$ cat src/design/fpr_pkg.sv
// ----------------------------------------------------------------------------
// fpr_pkg
// shared types and constants of the framed packet receiver
// ----------------------------------------------------------------------------
`default_nettype none

package fpr_pkg;

  localparam logic [7:0] SyncByte    = 8'hAA;
  localparam logic [7:0] LengthLimit = 8'd250;

  localparam int unsigned ApbAddrW = 3;
  localparam int unsigned ApbDataW = 32;

  localparam logic RegOwnAddr   = 1'b0;
  localparam logic RegBcastAddr = 1'b1;

  typedef enum logic [2:0] {
    PH_HUNT    = 3'd0,
    PH_DEST    = 3'd1,
    PH_CMD     = 3'd2,
    PH_LEN     = 3'd3,
    PH_PAYLOAD = 3'd4,
    PH_CHECK1  = 3'd5,
    PH_CHECK2  = 3'd6
  } phase_e;

  typedef enum logic [2:0] {
    EV_IDLE    = 3'd0,
    EV_HEADER  = 3'd1,
    EV_PAYLOAD = 3'd2,
    EV_GOOD    = 3'd3,
    EV_BAD     = 3'd4
  } event_e;

  typedef struct packed {
    logic [2:0] event_res;
    logic [7:0] payload_byte;
    logic [7:0] payload_index;
    logic [7:0] frame_command;
    logic [7:0] frame_length;
    logic       was_broadcast;
    logic [7:0] sum_first;
    logic [7:0] sum_second;
  } result_t;

endpackage

`default_nettype wire

$ cat src/design/fpr_frame_fsm.sv
// ----------------------------------------------------------------------------
// fpr_frame_fsm
// frame state machine: one received byte per advance, running sums and result
// ----------------------------------------------------------------------------
`default_nettype none

module fpr_frame_fsm (
  input  wire logic            clk_i,
  input  wire logic            rst_ni,
  input  wire logic [7:0]      own_addr_i,
  input  wire logic [7:0]      bcast_addr_i,
  input  wire logic [7:0]      byte_i,
  input  wire logic            advance_i,
  output fpr_pkg::result_t     result_o
);
  import fpr_pkg::*;

  phase_e     phase_q, phase_d;
  logic [7:0] left_q, left_d;
  logic [7:0] index_q, index_d;
  logic [7:0] sum_q, sum_d;
  logic [7:0] sos_q, sos_d;
  logic [7:0] cmd_q, cmd_d;
  logic [7:0] len_q, len_d;
  logic [7:0] chk_q, chk_d;
  logic       bcast_q, bcast_d;

  logic       own_hit, bcast_hit;
  logic [7:0] base_sum, base_sos, add_sum, add_sos;

  assign own_hit   = (byte_i == own_addr_i);
  assign bcast_hit = (byte_i == bcast_addr_i);

  // sync restarts both sums
  assign base_sum = (phase_q == PH_HUNT) ? 8'd0 : sum_q;
  assign base_sos = (phase_q == PH_HUNT) ? 8'd0 : sos_q;
  assign add_sum  = base_sum + byte_i;
  assign add_sos  = base_sos + add_sum;

  // next state
  always_comb begin
    phase_d = PH_HUNT;
    left_d  = left_q;
    index_d = index_q;
    sum_d   = sum_q;
    sos_d   = sos_q;
    cmd_d   = cmd_q;
    len_d   = len_q;
    chk_d   = chk_q;
    bcast_d = bcast_q;
    case (phase_q)
      PH_HUNT: begin
        if (byte_i == SyncByte) begin
          phase_d = PH_DEST;
          sum_d   = add_sum;
          sos_d   = add_sos;
          bcast_d = 1'b0;
        end
      end
      PH_DEST: begin
        if (own_hit || bcast_hit) begin
          phase_d = PH_CMD;
          sum_d   = add_sum;
          sos_d   = add_sos;
          bcast_d = !own_hit;
        end
      end
      PH_CMD: begin
        phase_d = PH_LEN;
        cmd_d   = byte_i;
        sum_d   = add_sum;
        sos_d   = add_sos;
      end
      PH_LEN: begin
        if (byte_i < LengthLimit) begin
          phase_d = (byte_i == 8'd0) ? PH_CHECK1 : PH_PAYLOAD;
          len_d   = byte_i;
          left_d  = byte_i;
          index_d = 8'd0;
          sum_d   = add_sum;
          sos_d   = add_sos;
        end
      end
      PH_PAYLOAD: begin
        if (left_q != 8'd0) begin
          phase_d = (left_q == 8'd1) ? PH_CHECK1 : PH_PAYLOAD;
          left_d  = left_q - 8'd1;
          index_d = index_q + 8'd1;
          sum_d   = add_sum;
          sos_d   = add_sos;
        end
      end
      PH_CHECK1: begin
        phase_d = PH_CHECK2;
        chk_d   = byte_i;
      end
      PH_CHECK2: begin
        phase_d = PH_HUNT;
      end
      default: begin
        phase_d = PH_HUNT;
      end
    endcase
  end

  // result
  always_comb begin
    result_o           = '0;
    result_o.event_res = EV_IDLE;
    case (phase_q)
      PH_HUNT: begin
        if (byte_i == SyncByte) begin
          result_o.event_res = EV_HEADER;
        end
      end
      PH_DEST: begin
        if (own_hit || bcast_hit) begin
          result_o.event_res     = EV_HEADER;
          result_o.was_broadcast = !own_hit;
        end
      end
      PH_CMD, PH_CHECK1: begin
        result_o.event_res     = EV_HEADER;
        result_o.was_broadcast = bcast_q;
      end
      PH_LEN: begin
        if (byte_i < LengthLimit) begin
          result_o.event_res     = EV_HEADER;
          result_o.was_broadcast = bcast_q;
        end
      end
      PH_PAYLOAD: begin
        if (left_q != 8'd0) begin
          result_o.event_res     = EV_PAYLOAD;
          result_o.payload_byte  = byte_i;
          result_o.payload_index = index_q;
          result_o.was_broadcast = bcast_q;
        end
      end
      PH_CHECK2: begin
        result_o.event_res     = ((sum_q == chk_q) && (sos_q == byte_i)) ? EV_GOOD : EV_BAD;
        result_o.frame_command = cmd_q;
        result_o.frame_length  = len_q;
        result_o.was_broadcast = bcast_q;
        result_o.sum_first     = sum_q;
        result_o.sum_second    = sos_q;
      end
      default: begin
        result_o.event_res = EV_IDLE;
      end
    endcase
  end

  always_ff @(posedge clk_i or negedge rst_ni) begin
    if (!rst_ni) begin
      phase_q <= PH_HUNT;
      left_q  <= 8'd0;
      index_q <= 8'd0;
      sum_q   <= 8'd0;
      sos_q   <= 8'd0;
      cmd_q   <= 8'd0;
      len_q   <= 8'd0;
      chk_q   <= 8'd0;
      bcast_q <= 1'b0;
    end else if (advance_i) begin
      phase_q <= phase_d;
      left_q  <= left_d;
      index_q <= index_d;
      sum_q   <= sum_d;
      sos_q   <= sos_d;
      cmd_q   <= cmd_d;
      len_q   <= len_d;
      chk_q   <= chk_d;
      bcast_q <= bcast_d;
    end
  end

endmodule

`default_nettype wire

$ cat src/design/fpr_out_buf.sv
// ----------------------------------------------------------------------------
// fpr_out_buf
// two-entry result register with skid slot, ready taken from registers only
// ----------------------------------------------------------------------------
`default_nettype none

module fpr_out_buf (
  input  wire logic              clk_i,
  input  wire logic              rst_ni,
  input  wire logic              push_i,
  input  wire fpr_pkg::result_t  push_data_i,
  output logic                   room_o,
  output logic                   valid_o,
  input  wire logic              ready_i,
  output fpr_pkg::result_t       data_o
);
  import fpr_pkg::*;

  logic [1:0] count_q, count_d;
  result_t    head_q, head_d;
  result_t    skid_q, skid_d;
  logic       pop;

  assign room_o  = (count_q != 2'd2);
  assign valid_o = (count_q != 2'd0);
  assign data_o  = head_q;
  assign pop     = valid_o && ready_i;

  always_comb begin
    count_d = count_q;
    head_d  = head_q;
    skid_d  = skid_q;
    case ({push_i, pop})
      2'b10: begin
        count_d = count_q + 2'd1;
        if (count_q == 2'd0) begin
          head_d = push_data_i;
        end else begin
          skid_d = push_data_i;
        end
      end
      2'b01: begin
        count_d = count_q - 2'd1;
        head_d  = skid_q;
      end
      2'b11: begin
        if (count_q == 2'd1) begin
          head_d = push_data_i;
        end else begin
          head_d = skid_q;
          skid_d = push_data_i;
        end
      end
      default: begin
        count_d = count_q;
      end
    endcase
  end

  always_ff @(posedge clk_i or negedge rst_ni) begin
    if (!rst_ni) begin
      count_q <= 2'd0;
    end else begin
      count_q <= count_d;
    end
  end

  always_ff @(posedge clk_i) begin
    head_q <= head_d;
    skid_q <= skid_d;
  end

endmodule

`default_nettype wire

$ cat src/design/framed_packet_receiver_unit.sv
// ----------------------------------------------------------------------------
// framed_packet_receiver_unit
// sync-byte, length-framed packet receiver with running two-byte checksum
// ----------------------------------------------------------------------------
// Takes one received byte per beat and gives exactly one result beat per
// byte. A byte is held in an input register, then the frame state machine
// updates its state and builds the result in the same cycle, written into a
// two-entry output buffer. One byte per cycle is sustained while the output
// buffer has room; a byte passes the input register, then the buffer head.
// The rate is set by the frame state machine's state and checksum update.
`default_nettype none

module framed_packet_receiver_unit (
  input  wire logic                          clk_i,
  input  wire logic                          rst_ni,
  input  wire logic                          s_axis_tvalid_i,
  output logic                               s_axis_tready_o,
  input  wire logic [7:0]                    s_axis_tdata_i,  // rx_byte
  output logic                               m_axis_tvalid_o,
  input  wire logic                          m_axis_tready_i,
  // payload_byte, payload_index, frame_command, frame_length, sum_first, sum_second
  output logic [47:0]                        m_axis_tdata_o,
  output logic [3:0]                         m_axis_tuser_o,  // event_res, was_broadcast
  input  wire logic                          psel,
  input  wire logic                          penable,
  input  wire logic                          pwrite,
  input  wire logic [fpr_pkg::ApbAddrW-1:0]  paddr,
  input  wire logic [fpr_pkg::ApbDataW-1:0]  pwdata,
  output logic [fpr_pkg::ApbDataW-1:0]       prdata,
  output logic                               pready
);
  import fpr_pkg::*;

  logic       in_valid_q;
  logic [7:0] in_byte_q;
  logic [7:0] own_addr_q;
  logic [7:0] bcast_addr_q;
  logic       room;
  logic       advance;
  logic       cfg_wr;
  result_t    fsm_result;
  result_t    out_result;

  assign pready  = 1'b1;
  assign cfg_wr  = psel && penable && pwrite && pready;
  assign prdata  = {24'd0, (paddr[2] == RegBcastAddr) ? bcast_addr_q : own_addr_q};

  always_ff @(posedge clk_i or negedge rst_ni) begin
    if (!rst_ni) begin
      own_addr_q   <= 8'd0;
      bcast_addr_q <= 8'hFF;
    end else if (cfg_wr) begin
      if (paddr[2] == RegOwnAddr) begin
        own_addr_q <= pwdata[7:0];
      end else begin
        bcast_addr_q <= pwdata[7:0];
      end
    end
  end

  assign advance         = in_valid_q && room;
  assign s_axis_tready_o = !in_valid_q || room;

  always_ff @(posedge clk_i or negedge rst_ni) begin
    if (!rst_ni) begin
      in_valid_q <= 1'b0;
    end else if (s_axis_tready_o) begin
      in_valid_q <= s_axis_tvalid_i;
    end
  end

  always_ff @(posedge clk_i) begin
    if (s_axis_tvalid_i && s_axis_tready_o) begin
      in_byte_q <= s_axis_tdata_i;
    end
  end

  fpr_frame_fsm u_fsm (
    .clk_i        (clk_i),
    .rst_ni       (rst_ni),
    .own_addr_i   (own_addr_q),
    .bcast_addr_i (bcast_addr_q),
    .byte_i       (in_byte_q),
    .advance_i    (advance),
    .result_o     (fsm_result)
  );

  fpr_out_buf u_out_buf (
    .clk_i       (clk_i),
    .rst_ni      (rst_ni),
    .push_i      (advance),
    .push_data_i (fsm_result),
    .room_o      (room),
    .valid_o     (m_axis_tvalid_o),
    .ready_i     (m_axis_tready_i),
    .data_o      (out_result)
  );

  assign m_axis_tdata_o = {out_result.sum_second, out_result.sum_first,
                           out_result.frame_length, out_result.frame_command,
                           out_result.payload_index, out_result.payload_byte};
  assign m_axis_tuser_o = {out_result.was_broadcast, out_result.event_res};

  a_empty_stage_ready: assert property (@(posedge clk_i) disable iff (!rst_ni)
    !in_valid_q |-> s_axis_tready_o)
    else $error("input stage empty but not ready");

  a_event_range: assert property (@(posedge clk_i) disable iff (!rst_ni)
    m_axis_tvalid_o |-> (m_axis_tuser_o[2:0] <= EV_BAD))
    else $error("result event code out of range");

  a_payload_index: assert property (@(posedge clk_i) disable iff (!rst_ni)
    (m_axis_tvalid_o && (m_axis_tuser_o[2:0] == EV_PAYLOAD))
      |-> (m_axis_tdata_o[15:8] < LengthLimit - 8'd1))
    else $error("payload index beyond frame limit");

  a_end_no_payload: assert property (@(posedge clk_i) disable iff (!rst_ni)
    (m_axis_tvalid_o && ((m_axis_tuser_o[2:0] == EV_GOOD) ||
                         (m_axis_tuser_o[2:0] == EV_BAD)))
      |-> (m_axis_tdata_o[15:0] == 16'd0))
    else $error("frame end beat carries payload fields");

endmodule

`default_nettype wire

$ cat config.mk
export PLATFORM = sky130hd
export DESIGN_NAME = framed_packet_receiver_unit
export DESIGN_NICKNAME = d
export VERILOG_FILES = /design/src/design/fpr_pkg.sv /design/src/design/fpr_frame_fsm.sv /design/src/design/fpr_out_buf.sv /design/src/design/framed_packet_receiver_unit.sv
export SDC_FILE = /design/constraint.sdc
export NUM_CORES = 1
export LEC_CHECK = 0
export BUFFER_PORTS_ARGS = -buffer_cell sky130_fd_sc_hd__buf_2
export CORE_MARGIN = 5
export CORE_UTILIZATION = 50
export CTS_BUF_LIST = sky130_fd_sc_hd__clkbuf_16
export DETAILED_ROUTE_END_ITERATION = 10
export PLACE_DENSITY = 0.74
export SKIP_CTS_REPAIR_TIMING = 1
export SLEW_MARGIN = 15
export SYNTH_ARGS = -nofsm -noshare
export SYNTH_HDL_FRONTEND = slang
export SYNTH_SLANG_ARGS = --single-unit
$ cat constraint.sdc
create_clock -name clk_i -period 5.35 [get_ports clk_i]
set_clock_uncertainty 0.1 [all_clocks]
set_input_delay 0.8025 -clock clk_i [delete_from_list [all_inputs] [get_ports clk_i]]
set_output_delay 0.8025 -clock clk_i [all_outputs]
set_load 0.005 [all_outputs]
## Yosys cells after proc, flatten, opt, wreduce, memory -nomap -nowiden

Index checks and enable logic that the tools add are counted.

| cells by class | value |
|---|---|
| mux-type cells | 48 |
| add/sub/neg operators | 6 |
| multiply operators | 0 |
| reductions and logical operators | 33 |
| magnitude comparators | 1 |
| divide/modulo/power cells | 0 |
| shifts and indexed selects | 0 |
| eq/ne operators | 24 |
| bitwise logic cells | 1 |

Operators by type and width:

| kind | count |
|---|---|
| $mux W52 | 4 |
| $pmux W52 S3 | 1 |
| $mux W8 | 15 |
| $pmux W52 S2 | 1 |
| $pmux W8 S5 | 2 |
| $mux W16 | 3 |
| $pmux W3 S6 | 2 |
| $eq A8 B8 Y1 | 4 |
| $pmux W8 S2 | 2 |
| $mux W18 | 1 |
| $add A8 B8 Y8 | 2 |
| $mux W1 | 10 |
| $reduce_and A2 Y1 | 5 |
| $reduce_bool A2 Y1 | 5 |
| $eq A3 B3 Y1 const B | 3 |
| $mux W3 | 3 |
| $add A8 B1 Y8 const B | 1 |
| $eq A8 B1 Y1 const B | 1 |
| $eq A8 B8 Y1 const B | 1 |
| $logic_not A8 Y1 | 1 |
| $lt A8 B8 Y1 const B | 1 |
| $ne A2 B1 Y1 const B | 4 |
| $ne A2 B2 Y1 const B | 4 |
| $reduce_and A4 Y1 | 2 |
| 24 further kinds | 35 |

| word-level totals | value |
|---|---|
| memory bits (read-only) | 0 |
| memories | 0 |
| latch bits | 0 |
| bits in writable memories | 0 |
| word-level logic and storage cells | 143 |
| register bits after elaboration | 191 |

## Longest topological paths before layout

| logic depth | value |
|---|---|
| depth after elaboration | 6 |
| depth in mapped cells | 18 |
| gate-level depth less buffers | 17 |

## Hierarchy

From an unflattened synthesis, not the netlist that was laid out.

| second synthesis, totals | value |
|---|---|
| cells, all modules | 837 |
| area, all modules | 10428.8 um^2 |

By module, submodules not included:

| module | area an instance (um^2) | sequential area each (um^2) | cells each | times used |
|---|---|---|---|---|
| fpr_out_buf | 5094.9 | 3173.0 | 311 | 1 |
| fpr_frame_fsm | 4111.4 | 1501.4 | 443 | 1 |
| framed_packet_receiver_unit | 1222.4 | 675.6 | 83 | 1 |

## Least setup slack after synthesis

No wires, ideal clock.

| timing | value |
|---|---|
| kind | flip-flop to flip-flop |
| start | reg u_out_buf.count_q[0] |
| end | reg u_out_buf.head_q (netlist bit u_out_buf.data_o[0]) (enable) |
| clock period less this slack | 5.320 ns |
| cell stages (with the launch flop) | 6 |
| slack | 0.030 ns |
| data required time | 4.716 ns |
| data arrival time | 4.686 ns |
| setup time | 0.534 ns |
| path through | dfrtp_1 -> inv_1 -> ha_1 -> nand2b_1 -> clkbuf_1 -> o21ai_0 |

| between the ends | value |
|---|---|
| cells in the longest elaborated chain, start to end | 5 |

Ends and longest elaborated chain:

| item | line | source |
|---|---|---|
| from (decl) | fpr_out_buf.sv:19 | `logic [1:0] count_q, count_d;` |
| from (signal assigned) | fpr_out_buf.sv:64 | `count_q <= count_d;` |
| $ne A2 B2 Y1 or $reduce_bool A2 Y1 (tied branches) | fpr_out_buf.sv:24, fpr_out_buf.sv:25 |  |
| $logic_and A1 B1 Y1, on equally long branches | framed_packet_receiver_unit.sv:61, fpr_out_buf.sv:27 |  |
| $eq A2 B2 Y1 or $eq A2 B1 Y1 (tied branches) | fpr_out_buf.sv:33 | `case ({push_i, pop})` |
| $ne A2 B1 Y1 (no line) or $reduce_bool A3 Y1 (tied branches) | n/a |  |
| $reduce_and A2 Y1 (no line) (*) | n/a |  |
| to (signal assigned) | fpr_out_buf.sv:69 | `head_q <= head_d;` |
| to (decl) | fpr_out_buf.sv:20 | `result_t head_q, head_d;` |

Every way passes the cells marked *; elsewhere a longest branch is shown, timed or not.
A chain may end at the register's enable or synchronous reset.

## Worst setup path after layout

| timing | value |
|---|---|
| start | reg u_fsm.phase_q[1] |
| end | reg u_fsm.sos_q[7] |

| between the ends | value |
|---|---|
| cells in the longest elaborated chain, start to end | 6 |

Ends and longest elaborated chain:

| item | line | source |
|---|---|---|
| from (decl) | fpr_frame_fsm.sv:18 | `phase_e phase_q, phase_d;` |
| from (signal assigned) | fpr_frame_fsm.sv:166 | `phase_q <= phase_d;` |
| $logic_not A3 Y1 (*) | fpr_frame_fsm.sv:35 | `assign base_sum = (phase_q == PH_HUNT) ? 8'd0 : sum_q;` |
| $mux W8 (*) | fpr_frame_fsm.sv:35 |  |
| $add A8 B8 Y8 (*) | fpr_frame_fsm.sv:37 | `assign add_sum = base_sum + byte_i;` |
| net u_fsm.add_sum[6] | fpr_frame_fsm.sv:29 | `logic [7:0] base_sum, base_sos, add_sum, add_sos;` |
| $add A8 B8 Y8 (*) | fpr_frame_fsm.sv:38 | `assign add_sos = base_sos + add_sum;` |
| $mux W8, on equally long branches | n/a |  |
| $pmux W8 S5 (*) | fpr_frame_fsm.sv:51 | `case (phase_q)` |
| to (signal assigned) | fpr_frame_fsm.sv:170 | `sos_q <= sos_d;` |
| to (decl) | fpr_frame_fsm.sv:22 | `logic [7:0] sos_q, sos_d;` |

The timed path passes the listed nets; every way through them passes the cells marked *. The select of a mux whose other input is x is not followed.

==> results.txt <==
Reg2reg start - u_fsm.phase_q[1]$_DFFE_PN0P_
Share of layout cells above drive strength 1 - 0.219
Clock latency on the worst-skew pair - 0.43 ns
Fmax - 0.231 GHz
Worst setup startpoint - u_fsm.phase_q[1]$_DFFE_PN0P_
Max-cap viol count - 0
Final Cycle Share - 0.811
Clock share of power - 0.278
CTS tree - built
Fin cells - 1073
Clock Sinks - 191
DIE AREA - 0.0215 sq mm
Internal Pwr Total - 3.19 mW
Detail Route Antenna Nets - 0
Clk slew on worst S/H paths - 0.07 ns
Cells on worst reg2reg path - 17
Area post-placement - 0.00982 sq mm
Hold Vio Cnt, Final - 0
Setup slack after layout - 1.01 ns
Most common cell after layout, fill and taps aside - edfxtp_1
Post-synthesis instance total - 757
Period minus WS final - 4.34 ns
Number of enable flip-flop cells after synthesis - 112
Count of cell types in the netlist - 68
P&R area growth vs syn - 11.6%
Critical Path Source Type - register
CP endpoint - u_fsm.sos_q[7]$_DFFE_PN0P_
FILL cells - 1554
CP endpoint kind - register
Global-route wire length before repair - 32100 um
Hold Worst Slack - 0.411 ns
Vias per Instance - 5.68
Largest net degree at the start of global routing - 80
Initial antenna violation count - 0
DRC - 0
Core area - 0.0185 sq mm
Port Buffers - 85
Hpwl dp - 12900 um
Post-Route WL - 19600 um
# H-tree levels - 4
GRT Overall Usage - 0.187
CTS Buf Count - 17
Required @ worst endpoint - 5.60 ns
Register-to-Register Setup Slack - 1.01 ns
GPL Wtd Cong - 0.864
Hold Path Class - register to register
Final nets - 901
Post-synthesis register bit count - 191
Final setup vio count - 0
Sequential fraction of the synthesis area - 0.574
I/O pin count - 137
Placed cell count - 1041
Async set-reset flop share out of synthesis - 0.414
Via count - 6100
Fin. max-slew vios - 0
RR Endpoint - u_fsm.sos_q[7]$_DFFE_PN0P_
PD cells - 439 mW/mm^2
Mapped cell area - 0.00932 sq mm
Yosys top cell by area - edfxtp_1
Area fraction of the dominant cell type after synthesis - 0.361
Slew headroom - 0.212
Place WS - 1.12 ns
Avg Inst Size Synth - 12.3 sq um
Critical Path Fanout Max - 16
CP arrival - 4.59 ns
Leakage - 4.52 nW
Top cells by area, synth - edfxtp_1 (36%), dfrtp_1 (19%), a22o_1 (4.8%), mux2_2 (4.6%), xnor2_1 (3.8%)
DRT Pass-1 Iters - 5
Status - complete, no violations
Starting density of the core - 0.503
Most frequent cells in the layout - edfxtp_1 (112), buf_2 (84), dfrtp_1 (71), nand2_1 (57), a22o_1 (51)
Vias in the first global route - 6157
WL/cell - 18.3 um
Initial detailed-routing violation count - 528
ANT cells - 0
VDD IR max - 0.249 mV
# rows - 50
CTS Root Cell - clkbuf_16
Comb power frac - 0.203
Post-route setup TNS - 0 ns
Remaining Overflow, GRT - 0
Power share of the sequential group - 0.519
Switching share of power - 0.300
Crit Path Class - register to register
Power Total - 4.56 mW
Clk buf depth - 2
Die Ht - 147 um
Design area - 0.0104 sq mm
Synth warn - 0
Die X - 147 um
Least-Margin Pin Slew - 1.18 ns
Net Sw Power - 1.37 mW
Final Util - 0.562
Most common flop cell mapped by yosys - edfxtp_1
RSZ-0062 raised after global routing - no
==> critical path, stage by stage (launching register included) <==
cell	delay [ns]
dfrtp_1	0.53
or3_1	0.66
and2_1	0.27
ha_1	0.19
inv_1	0.07
fa_1	0.20
nor2b_1	0.05
o21ai_0	0.20
a21boi_0	0.15
o21ai_0	0.22
nor3b_1	0.29
nor2_1	0.08
ha_1	0.23
nor3_1	0.17
o211ai_1	0.14
and4_1	0.26
o2111a_1	0.25
a211oi_2	0.19
==> power groups by stage <==
stage / clock, mW / sequential [mW] / combinational (mW)
final: 1.27 / 2.37 / 0.926
after detailed placement: 0 / 2.40 / 0.942
after CTS: 1.29 / 2.37 / 0.945
after global routing: 1.35 / 2.42 / 1.03
after global placement: 0 / 2.38 / 0.922
after floorplan: 0 / 2.36 / 0.579
==> metal layers <==
| layer | global-route usage | share of wire | up-vias |
|---|---|---|---|
| li1 | - | - | 2875 |
| met1 | 0.267 | 0.46 | 2984 |
| met2 | 0.287 | 0.45 | 217 |
| met3 | 0.0419 | 0.070 | 24 |
| met4 | 0.0555 | 0.014 | 0 |
| met5 | 0 | 0 | - |
==> cell usage after synthesis, types with 13 or more instances <==
cell,count
clkbuf_1,18
and2_1,32
ha_1,23
xnor2_1,40
a21oi_1,15
buf_2,13
nand4_1,13
nor2_1,31
buf_4,32
inv_1,21
a22o_1,51
and3_1,35
edfxtp_1,112
mux2_2,38
dfrtp_1,71
o21ai_0,21
nand2_1,57
==> cells by family after synthesis <==
family | after synthesis | share of synthesized area
AND/OR/NAND/NOR | 222 | 0.131
flip-flops | 191 | 0.574
AO/OA/AOI/OAI | 138 | 0.109
buffers and inverters | 86 | 0.0509
XOR/XNOR | 48 | 0.0451
multiplexers | 45 | 0.0544
adder cells (fa/ha/maj) | 25 | 0.0352
other | 2 | 0.000806
==> how the worst min path moves through the flow <==
stage,start,endpoint,slack (ns),cells past startpoint
finish,u_out_buf.count_q[0]$_DFFE_PN0P_,u_out_buf.count_q[0]$_DFFE_PN0P_,0.41,1
floorplan,u_fsm.len_q[3]$_DFFE_PN0P_,u_fsm.len_q[3]$_DFFE_PN0P_,0.36,1
detailed placement,u_out_buf.count_q[0]$_DFFE_PN0P_,u_out_buf.count_q[0]$_DFFE_PN0P_,0.40,1
global route,s_axis_tdata_i[0],in_byte_q[0]$_DFFE_PP_,0.43,1
CTS,u_out_buf.count_q[0]$_DFFE_PN0P_,u_out_buf.count_q[0]$_DFFE_PN0P_,0.42,1
global placement,u_fsm.len_q[3]$_DFFE_PN0P_,u_fsm.len_q[3]$_DFFE_PN0P_,0.38,1
==> area by class of cell <==
cell class | count | area (sq um) | area share
tap | 234 | 293 | 0.0281
inverter | 21 | 78.8 | 0.00758
clock inverter | 15 | 161 | 0.0155
timing repair buffer | 92 | 480 | 0.0462
sequential | 191 | 5350 | 0.514
multi-input combinational | 503 | 3610 | 0.347
clock buffer | 17 | 425 | 0.0409
(Power assumes the default switching activity.)
